==> config.mk <==
export PLATFORM = sky130hd
export DESIGN_NAME = mbre_ctrl
export DESIGN_NICKNAME = d
export VERILOG_FILES = /design/src/rtl/mbre_pkg.sv /design/src/rtl/mbre_ctrl.sv
export SDC_FILE = /design/constraint.sdc
export NUM_CORES = 1
export LEC_CHECK = 0
export ABC_CLOCK_PERIOD_IN_PS = 2100
export BUFFER_PORTS_ARGS = -buffer_cell sky130_fd_sc_hd__buf_2
export CORE_AREA = 8 8 45 47
export CTS_CLUSTER_SIZE = 16
export DETAILED_ROUTE_END_ITERATION = 7
export DIE_AREA = 0 0 53 55
export PLACE_DENSITY_LB_ADDON = 0.1
export SYNTH_ARGS = -nofsm -noshare
export SYNTH_HDL_FRONTEND = slang
export SYNTH_SLANG_ARGS = --single-unit
==> constraint.sdc <==
create_clock -name clk -period 2.1 [get_ports clk]
set_clock_uncertainty 0.2 [all_clocks]
set_input_delay 0.42 -clock clk [delete_from_list [all_inputs] [get_ports clk]]
set_output_delay 0.42 -clock clk [all_outputs]
set_load 0.02 [all_outputs]
==> src/rtl/mbre_pkg.sv <==
// ----------------------------------------------------------------------------
// Mark bitmap range engine package
// Types, codes and defaults shared by the controller, datapath and top level.
// ----------------------------------------------------------------------------
`timescale 1ns / 1ps

package mbre_pkg;

  localparam int DEF_REGION_BITS = 65536;
  localparam int DEF_WORD_BITS   = 32;

  localparam logic [16:0] REGION_RESET = 17'd65536;

  typedef enum logic [1:0] {
    ACT_SET       = 2'd0,
    ACT_CLEAR     = 2'd1,
    ACT_CLEAR_ALL = 2'd2,
    ACT_MARK_ALL  = 2'd3
  } action_t;

  typedef enum logic [2:0] {
    ST_INIT,
    ST_IDLE,
    ST_SEEK,
    ST_RD,
    ST_WR,
    ST_SWEEP,
    ST_DONE
  } state_t;

  typedef struct packed {
    logic load;
    logic seek;
    logic rd;
    logic wr;
    logic sweep;
    logic step;
  } ctrl_cmd_t;

  typedef struct packed {
    action_t act;
    logic    range_ok;
    logic    q_ok;
    logic    last_word;
    logic    past_hi;
  } dp_status_t;

endpackage

==> src/rtl/mbre_ctrl.sv <==
// ----------------------------------------------------------------------------
// Mark bitmap range engine: controller
// Sequences reset clearing, range read-modify-write and whole-bitmap sweeps.
// ----------------------------------------------------------------------------
`timescale 1ns / 1ps

module mbre_ctrl (
  input  logic                   clk,
  input  logic                   rst,
  input  logic                   start,
  input  mbre_pkg::dp_status_t   status,
  output mbre_pkg::ctrl_cmd_t    cmd,
  output logic                   busy,
  output logic                   done
);
  import mbre_pkg::*;

  state_t state;
  state_t state_next;
  logic   range_act;

  assign range_act = status.act inside {ACT_SET, ACT_CLEAR};

  always_ff @(posedge clk) begin
    if (rst) begin
      state <= ST_INIT;
    end else begin
      state <= state_next;
    end
  end

  always_comb begin
    state_next = state;
    case (state)
      ST_INIT: begin
        if (status.last_word) state_next = ST_IDLE;
      end
      ST_IDLE: begin
        if (start) state_next = ST_SEEK;
      end
      ST_SEEK: begin
        if (!range_act) begin
          state_next = ST_SWEEP;
        end else if (status.range_ok && status.q_ok) begin
          state_next = ST_RD;
        end else begin
          state_next = ST_DONE;
        end
      end
      ST_RD: begin
        state_next = ST_WR;
      end
      ST_WR: begin
        if (status.last_word || status.past_hi) begin
          state_next = ST_DONE;
        end else begin
          state_next = ST_RD;
        end
      end
      ST_SWEEP: begin
        if (status.last_word) state_next = ST_DONE;
      end
      ST_DONE: begin
        state_next = ST_IDLE;
      end
      default: begin
        state_next = ST_IDLE;
      end
    endcase
  end

  always_comb begin
    cmd  = '0;
    busy = 1'b1;
    done = 1'b0;
    case (state)
      ST_INIT: begin
        cmd.sweep = 1'b1;
        cmd.step  = 1'b1;
      end
      ST_IDLE: begin
        busy     = 1'b0;
        cmd.load = start;
      end
      ST_SEEK: begin
        cmd.seek = range_act;
      end
      ST_RD: begin
        cmd.rd = 1'b1;
      end
      ST_WR: begin
        cmd.wr   = 1'b1;
        cmd.step = 1'b1;
      end
      ST_SWEEP: begin
        cmd.sweep = 1'b1;
        cmd.step  = 1'b1;
      end
      ST_DONE: begin
        done = 1'b1;
      end
      default: begin
        busy = 1'b1;
      end
    endcase
  end

endmodule

Word level (Yosys, flattened, before mapping)
Cells that the tools add are included.

word-level totals
  bits in registers = 3
  bits of input ports = 9
  output and inout port bits = 8
  logic and storage cells = 34

cells by class
  eq/ne operators = 10
  mux-type cells = 15
  reduce and logical (&&, ||, !) cells = 8

operators by type and width
  operator                                                                number
  3-bit two-way mux                                                       6
  3-bit one-hot mux with 6 select lines                                   1
  3-bit equality test (second input constant)                             3
  1-bit two-way mux                                                       8
  3-bit by 2-bit equality test with 1-bit output (second input constant)  2
  2-bit inequality test (second input constant)                           3
  3-bit by 1-bit equality test with 1-bit output (second input constant)  1
  3-bit logical NOT                                                       1
  3-bit AND reduction                                                     1
  3-bit OR reduction                                                      1
  2-bit by 1-bit equality test with 1-bit output (second input constant)  1
  2-bit logical NOT                                                       1
  2-bit nonzero test                                                      1
  2-bit OR reduction                                                      1
  1-bit logical AND                                                       1
  1-bit logical OR                                                        1

Logic depth before layout (Yosys ltp)
Gate-level depths: netlist (run 1).

  depth after elaboration = 4
  mapped depth = 5
  gate-level depth less buffers = 4

Least setup slack after synthesis (run 1)
Ideal clock, no wire load.

  path kind = flip-flop to flip-flop
  start = register state[2]
  end = register state[0]
  library setup time = 0.087 ns
  arrival = 1.452 ns
  slack = 0.362 ns
  cell stages (with the launch flop) = 5
  period minus slack after synthesis = 1.738 ns
  cell sequence = dfxtp_1 > buf_6 > nor3b_1 > a2bb2oi_1 > a221oi_2

on the way
  longest elaborated chain between the ends = 3
  elaborated cells between the ends (all ways) = 11
  classes of those cells = eq/ne: 8; mux: 1; reduce/logical: 2

ends and longest elaborated chain
  item                                               RTL line         source
  start, declared                                    mbre_ctrl.sv:18  state_t state;
  start signal, assigned                             mbre_ctrl.sv:28  state <= state_next;
  3-bit equality test, or another cell as far along  mbre_ctrl.sv:34  case (state)
  2-bit inequality test (no source line)             n/a
  3-bit AND reduction (no source line)               n/a

Several ways; a longest one is shown, not always the timed one.
A chain may end at the register's enable or synchronous reset.

==> impl_metrics.ini, run 1 <==
[hold_path]
holdCritStartpoint = rst
hp-class = primary input to flop
min_path_cells = 2
min_to = state[0]$_SDFFE_PP0P_

[synth]
synth_edf_count = 0
synthArstFlopShare_pct = 0
synth_cells = 37
yosysUniqueCellTypes = 24
synth-seq-cells = 3
synthFlopType = dfxtp_1
syn_nets = 47
yosys_warnings = 0
avgSynthCellArea_um2 = 7.85
seq_area_frac_synth_pct = 20.7
netlist_area_um2 = 290

[route]
drt_iter0_drc = 12
ant_nets = 0
avgRoutedWirePerCell_um = 11.7
drt_wl_total_um = 841
dr_total_vias = 330
drc_errors = 0
drt_first_pass_iters = 4
avgViaCountPerCell = 4.58

[floorplanning]
die_x_um = 53
start_util_pct = 21.0
die-area_mm2 = 0.00292
row_count = 14
io_pins = 17
core_area_mm2 = 0.00138
die_y_um = 55

[pwr]
power_frac_seq_pct = 29.0
p_leak_nw = 0.207
switching_share_pct = 28.9
ir_drop_mv = 0.253
p_switching_mw = 0.0635
clockPowerShare_pct = 44.9
p_comb_share_pct = 26.1
pwr_density_cell_mw_per_mm2 = 535
p_int_mw = 0.156

[timing]
rsz0062_at_grt = false
slew_headroom_pct = 74.8
setup-violations-final = 0
tightest_slew_ns = 0.373
worst_slack_ns = 0.154
finalHoldViolCount = 0
period_needed_ns = 1.95
hold_slack_ns = 0.198
tns_ns = 0
slew_violations = 0
finalCritPeriodShare_pct = 92.7
fmax_mhz = 514

[cells_and_area]
largest_reg_flops = 3
largestRegisters = state (3)
fill_cells = 157
syn_to_final_growth_pct = 41.4
nNetsFinal = 67
fin_cells = 72
diodes = 0
max_flop_register = state
drive_gt1_share_pct = 46.4
utilization_pct = 29.7

[critical_path]
reg2reg_from = state[0]$_SDFFE_PP0P_
cp_max_fo = 12
cp_num_cells = 3
path_class = flop to output pin
slowest_delay_ns = 0.40
r2r_end = state[2]$_SDFFE_PP0P_
reg2reg_slack_ns = 0.53
worstSetupEndpointType = output pin
worstSetupStartpointType = flop
cp.required_ns = 1.48
cp_top_family = simple AND/OR/NAND/NOR gates
cp_cell_sequence = or3_1, nor2_1, buf_2
critPathArrivalTime_ns = 1.33
slowest_stage = or3_1
critPathBufInv = 1
cp-startpoint = state[2]$_SDFFE_PP0P_
reg2regPathDepth = 4

[clock_tree]
cts_tree = built
clock-sinks = 3
clk_latency_ns = 0.23
clk_pin_slew_ns = 0.03
cts_root_buffer = clkbuf_4
htreeDepth = 1
cts_setup_buffers = 0
cts_hold_buf = 0
post_cts_resized = 0
clockBufferDepth = 2
numCtsBuffers = 3

[status]
outcome = finished clean

[global_route]
gr-max-usage-layer = met2
grt_pass1_wl_mm = 1.31
grtUsageTotal_pct = 6.23
grt_antenna_before_repair = 0
grt_pass1_vias = 316
grtUsageMet2_pct = 9.38
grtUsageMet1_pct = 6.38
grt_util_met3_pct = 3.21
grt_overflow = 0
grt_max_degree = 13

[placement]
placed_cells = 68
hpwl_um = 683
portBuffers = 15
place_ws_ns = 0.316
place_congestion = 0.728

[run]
maxCapViolCount = 0
-- layout make-up --
| type | instances | area, µm² | area share [%] |
|---|---|---|---|
| repair buffers | 17 | 90.1 | 22.0 |
| multi-input cells | 27 | 194 | 47.3 |
| well taps | 16 | 20.0 | 4.88 |
| inverters | 5 | 18.8 | 4.57 |
| flip-flops and latches | 3 | 61.3 | 14.9 |
| clock buffers | 4 | 26.3 | 6.40 |
-- worst max path at each step --
stage	end	slack [ns]
global placement	cmd[4]	0.30
CTS	cmd[4]	0.06
finish	cmd[4]	0.15
global route	cmd[4]	0.06
detailed placement	cmd[4]	0.32
floorplan	state[0]$_SDFFE_PP0P_	0.36
-- worst reg2reg max path, cell delays in order, from the launching register on --
cell,delay (ns)
dfxtp_1,0.43
buf_4,0.18
nor2_1,0.05
a311o_2,0.37
a221oi_1,0.24
-- through the flow --
step	area, µm²	power [mW]
finish	410	0.219
global route	410	0.237
CTS	404	0.227
detailed placement	378	0.122
global placement	378	0.123
floorplan	290	0.101
-- synthesized netlist by cell type (all sizes together) (2+ instances only) --
library cell,number,area (µm²)
inv,5,18.8
nor2,4,15.0
nor3b,4,30.0
dfxtp,3,60.1
a221oi,2,23.8
buf,2,22.5
nand2,2,7.51
-- layer usage --
layer | up-vias | wire length (µm)
li1 | 170 | -
met1 | 148 | 326
met2 | 10 | 423
met3 | 2 | 85
met4 | 0 | 5
met5 | - | 0
-- cell usage in the layout (no fill, tap or decap), types with 2 or more instances in the layout --
cell / n
buf_4: 2
nor2_1: 4
inv_1: 4
dfxtp_1: 2
nand2_1: 2
buf_2: 15
nor3b_1: 3
clkbuf_4: 3
-- power groups by stage --
stage	combinational (mW)	clock (mW)	sequential, mW
after floorplan	0.0387	0	0.0624
after global placement	0.0583	0	0.0645
after detailed placement	0.0573	0	0.0643
after CTS	0.0574	0.107	0.0634
after global routing	0.0632	0.110	0.0642
final	0.0573	0.0985	0.0635
-- cell families (layout without fill, tap and decap cells) --
group           count (synthesis)  count (layout)  share of synthesized area (%)
flops                           3               3                           20.7
buf+inv                         7              26                           14.2
compound gates                  9               9                           27.6
fa+ha+maj                       1               1                           4.31
simple gates                   16              16                           30.2
xor+xnor                        1               1                           3.02
(Power assumes the default switching activity.)
==> run 2, diff against run 1 <==
- CAP_MARGIN: unset -> 20
- RECOVER_POWER: unset -> 25
==> run 2 against run 1 <==
Final area did not move. Core utilization is the same. Count of clock-buffer cells in the layout unchanged.
==> impl_metrics.ini, run 2 (synthesized netlist as in run 1, its figures left out) <==
[floorplanning]
row_count = 14
core_area_mm2 = 0.00138
die_y_um = 55
die-area_mm2 = 0.00292
die_x_um = 53
start_util_pct = 21.0
io_pins = 17

[clock_tree]
cts_hold_buf = 0
cts_setup_buffers = 0
cts_root_buffer = clkbuf_4
clock-sinks = 3
clockBufferDepth = 2
htreeDepth = 1
post_cts_resized = 0
numCtsBuffers = 3
clk_pin_slew_ns = 0.03
cts_tree = built
clk_latency_ns = 0.23

[hold_path]
hp-class = primary input to flop

[timing]
slew_violations = 0
rsz0062_at_grt = false
fmax_mhz = 508
tightest_slew_ns = 0.373
slew_headroom_pct = 74.8
finalCritPeriodShare_pct = 93.7
tns_ns = 0
period_needed_ns = 1.97
setup-violations-final = 0
finalHoldViolCount = 0

[cells_and_area]
multi_input_area_um2 = 194
nNetsFinal = 67
seq_area_um2 = 61.3
largest_reg_flops = 3
syn_to_final_growth_pct = 41.4
drive_gt1_share_pct = 44.6
layout_common_cells = buf_2, inv_1, nor2_1
max_flop_register = state
diodes = 0
design_area_um2 = 410
fill_cells = 157
largestRegisters = state (3)
final_common_cell = buf_2

[critical_path]
endpoint = cmd[0]
critPathArrivalTime_ns = 1.35
worstSetupStartpointType = flop
r2r_end = state[2]$_SDFFE_PP0P_
cp_max_fo = 7
cp-startpoint = state[1]$_SDFFE_PP0P_
worstSetupEndpointType = output pin
cp.required_ns = 1.48
reg2reg_slack_ns = 0.52
reg2regPathDepth = 4
path_class = flop to output pin
reg2reg_from = state[0]$_SDFFE_PP0P_

[route]
avgViaCountPerCell = 4.69
dr_total_vias = 338
drt_first_pass_iters = 4
drt_iter0_drc = 12
ant_nets = 0
drt_wl_total_um = 842
avgRoutedWirePerCell_um = 11.7
drc_errors = 0

[placement]
place_area_um2 = 378
place_congestion = 0.728
hpwl_um = 683
portBuffers = 15

[global_route]
grt_pass1_vias = 316
grt_overflow = 0
grt_max_degree = 13
grt_antenna_before_repair = 0
grtUsageTotal_pct = 6.23
grt_pass1_wl_mm = 1.31

[pwr]
clockPowerShare_pct = 44.9
p_switching_mw = 0.0634
p_int_mw = 0.156
p_comb_share_pct = 26.1
pwr_density_cell_mw_per_mm2 = 534
ir_drop_mv = 0.253
switching_share_pct = 28.9
power_frac_seq_pct = 28.9
p_leak_nw = 0.206

[run]
maxCapViolCount = 0

[status]
outcome = finished clean
run 2: cell counts in the layout (fill, tap and decap cells not counted):
Identical to the previous run, type by type.
run 2: layout make-up:
cell class,instances,share of cell area [%]
clock buffers,4,6.40
inverters,5,4.57
multi-input cells,27,47.3
flip-flops and latches,3,14.9
well taps,16,4.88
repair buffers,17,22.0
run 2: routing by layer:
| layer | routed length [µm] | up-vias | global-route usage (%) |
|---|---|---|---|
| met2 | 428 | 12 | 9.38 |
| li1 | - | 170 | - |
| met1 | 313 | 154 | 6.38 |
| met3 | 94 | 2 | 3.21 |
| met4 | 5 | 0 | 5.17 |
| met5 | 0 | - | 0 |
run 2: through the flow:
step	worst slack, ns	hold WS (ns)	instances	utilization [%]	power, mW
finish	0.133	0.200	72	29.7	0.219
global route	0.0478	0.195	72	29.7	0.237
CTS	0.0561	0.183	72	29.2	0.227
detailed placement	0.316	0.413	68	27.3	0.122
global placement	0.296	0.438	68	27.3	0.123
floorplan	0.362	0.286	37	-	0.101
run 2: power by group through the flow:
| stage | Clock, mW | Combinational, mW | Sequential (mW) |
|---|---|---|---|
| finish | 0.0985 | 0.0573 | 0.0635 |
| global route | 0.110 | 0.0631 | 0.0641 |
| CTS | 0.107 | 0.0574 | 0.0634 |
| detailed placement | 0 | 0.0573 | 0.0643 |
| global placement | 0 | 0.0583 | 0.0645 |
| floorplan | 0 | 0.0387 | 0.0624 |
run 2: worst max-delay path, stage by stage, from the launching register on:
cell	delay (ns)
dfxtp_1	0.32
inv_1	0.11
ha_1	0.23
or2_2	0.29
buf_2	0.16
run 2: worst min-delay path by stage:
stage / startpoint / endpoint / slack [ns] / cells after the start
finish: rst / state[0]$_SDFFE_PP0P_ / 0.20 / 2
global route: rst / state[0]$_SDFFE_PP0P_ / 0.20 / 2
CTS: rst / state[0]$_SDFFE_PP0P_ / 0.18 / 2
detailed placement: state[1]$_SDFFE_PP0P_ / state[2]$_SDFFE_PP0P_ / 0.41 / 3
global placement: rst / state[0]$_SDFFE_PP0P_ / 0.44 / 2
floorplan: rst / state[0]$_SDFFE_PP0P_ / 0.29 / 1
==> run 3, diff against run 2 <==
- ABC_AREA: unset -> 1
==> run 3 against run 2 <==
Core utilization grew 2.4 points. Total power rose by 6.6%. Count of clock-buffer cells in the layout did not move. Highest routed layer is now met3. Register-to-register slack better by 0.08 ns. Largest power group unchanged. Via count increased by 8.9%. Combinational power grew 18%. Routed wire length increased by 1.4%. Worst hold slack lost 0.029 ns. Maximum frequency grew 3.4%.
==> impl_metrics.ini, run 3 <==
[cells_and_area]
syn_to_final_growth_pct = 32.0
drive_gt1_share_pct = 45.7
diodes = 0
nNetsFinal = 81
fin_cells = 86
largest_reg_flops = 3
largestRegisters = state (3)
layout_common_cells = buf_2, nand2_1, inv_1
fill_cells = 168
max_flop_register = state
final_common_cell = buf_2

[synth]
synth-xor-area-share_pct = 0
synthFlopType = dfxtp_1
yosysTopAreaCellShare_pct = 17.8
yosysUniqueCellTypes = 18
synthSimpleGateAreaFrac_pct = 58.4
synthMostInstantiatedCell = nand2_1
synthMuxAreaShare_pct = 0
syn_nets = 62
synth-adder-area-share_pct = 3.72
synthArstFlopShare_pct = 0
synth_cells = 52
synth_edf_count = 0
yosys_warnings = 0
synth-seq-cells = 3
synth-compound-area-share_pct = 5.58
synth_common_cells = nand2_1, inv_1, nand3_1, nor2_2
seq_area_frac_synth_pct = 17.8
synth_top_family_by_area = simple AND/OR/NAND/NOR gates
avgSynthCellArea_um2 = 6.47
synth_area_leader_cell = dfxtp_1
netlist_area_um2 = 337
synth_area_leaders = dfxtp_1, nand2_1, inv_1, nor2_2, nand3_1

[critical_path]
cp_max_fo = 10
cp_cell_sequence = nor2_1, nand2_2, nand2_2, buf_2
slowest_delay_ns = 0.55
worstSetupStartpointType = flop
path_class = flop to output pin
cp.required_ns = 1.48
critPathArrivalTime_ns = 1.28
worstSetupEndpointType = output pin
slowest_stage = dfxtp_1
crit_top_cell = nand2_2

[placement]
hpwl_um = 717
place_congestion = 0.707
portBuffers = 15
placed_cells = 82

[global_route]
grtUsageTotal_pct = 6.71
grt_antenna_before_repair = 0
grt_max_degree = 11
grt_pass1_vias = 364
grt_overflow = 0
grt_pass1_wl_mm = 1.46

[route]
drc_errors = 0
dr_total_vias = 368
drt_wl_total_um = 854
drt_first_pass_iters = 3
drt_iter0_drc = 3
avgViaCountPerCell = 4.28
ant_nets = 0
avgRoutedWirePerCell_um = 9.93

[pwr]
p_switching_mw = 0.0784
ir_drop_mv = 0.249
p_comb_share_pct = 29.0
power_frac_seq_pct = 28.8
clockPowerShare_pct = 42.2
p_int_mw = 0.155
power.total_mw = 0.234
pwr_density_cell_mw_per_mm2 = 526
switching_share_pct = 33.5
p_leak_nw = 0.231

[timing]
fmax_mhz = 526
hold_slack_ns = 0.171
setup-violations-final = 0
tightest_slew_ns = 0.399
slew_violations = 0
period_needed_ns = 1.90
slew_headroom_pct = 73.4
finalCritPeriodShare_pct = 90.6
finalHoldViolCount = 0
tns_ns = 0
rsz0062_at_grt = false

[hold_path]
hp-class = primary input to flop

[floorplanning]
die_y_um = 55
io_pins = 17
row_count = 14
die-area_mm2 = 0.00292
core_area_mm2 = 0.00138
start_util_pct = 24.3
die_x_um = 53

[clock_tree]
cts_setup_buffers = 0
clockBufferDepth = 2
post_cts_resized = 0
cts_root_buffer = clkbuf_4
cts_tree = built
clk_latency_ns = 0.23
cts_hold_buf = 0
clock-sinks = 3
numCtsBuffers = 3
clk_pin_slew_ns = 0.04
htreeDepth = 1

[run]
maxCapViolCount = 0

[status]
outcome = finished clean
run 3: cell count changes after synthesis, sizes merged, moves of 3 or more:
cell   delta
nor3b     -4
inv       +5
nor3      +3
nand2    +13
nand3     +6
run 3: path summary, 6_finish.rpt:
path              cells after the start  slack [ns]                  start               endpoint
hold / removal                        2        0.17                    rst  state[1]$_SDFFE_PP0P_
setup reg to reg                      7        0.60  state[0]$_SDFFE_PP0P_  state[0]$_SDFFE_PP0P_
setup / recovery                      4        0.20  state[0]$_SDFFE_PP0P_                 cmd[1]
hold reg to reg                       2        0.42  state[2]$_SDFFE_PP0P_  state[2]$_SDFFE_PP0P_
run 3: power by group through the flow:
| stage | registers, mW | clock network, mW | logic, mW |
|---|---|---|---|
| 5_1_grt | 0.0683 | 0.110 | 0.0749 |
| 2_1_floorplan | 0.0624 | 0 | 0.0570 |
| 4_1_cts | 0.0678 | 0.106 | 0.0694 |
| 6_report | 0.0674 | 0.0986 | 0.0677 |
| 3_3_place_gp | 0.0693 | 0 | 0.0696 |
| 3_5_place_dp | 0.0687 | 0 | 0.0691 |
run 3: layer usage:
layer | vias to the layer above | GRT usage (%) | wire (µm)
met4 | 0 | 3.88 | 0
met5 | - | 0 | 0
li1 | 202 | - | -
met3 | 0 | 2.67 | 57
met2 | 9 | 10.2 | 402
met1 | 157 | 7.87 | 394
run 3: area by class of cell:
cell class                      instances  area (µm²)  share of cell area, %
Multi-Input combinational cell         38         225                   50.7
Timing Repair Buffer                   15        75.1                   16.9
Sequential cell                         3        60.1                   13.5
Inverter                               10        37.5                   8.45
Clock buffer                            4        26.3                   5.92
Tap cell                               16        20.0                   4.51
run 3: logic make-up after synthesis:
group           Yosys count
fa+ha+maj                 1
simple gates             34
compound gates            3
buf+inv                  11
flops                     3
run 3: per-stage QoR:
step / utilization [%] / worst slack (ns) / cell area [µm²]
after floorplan: - / 0.479 / 337
after global placement: 30.4 / 0.453 / 420
after detailed placement: 30.4 / 0.476 / 420
after CTS: 32.3 / 0.223 / 447
after global routing: 32.1 / 0.0775 / 444
final: 32.1 / 0.198 / 444
run 3: critical path, delay by kind of cell, from the launching register on:
family | cells | cell delay [ns]
flops | 1 | 0.55
simple gates | 3 | 0.34
buf+inv | 1 | 0.16
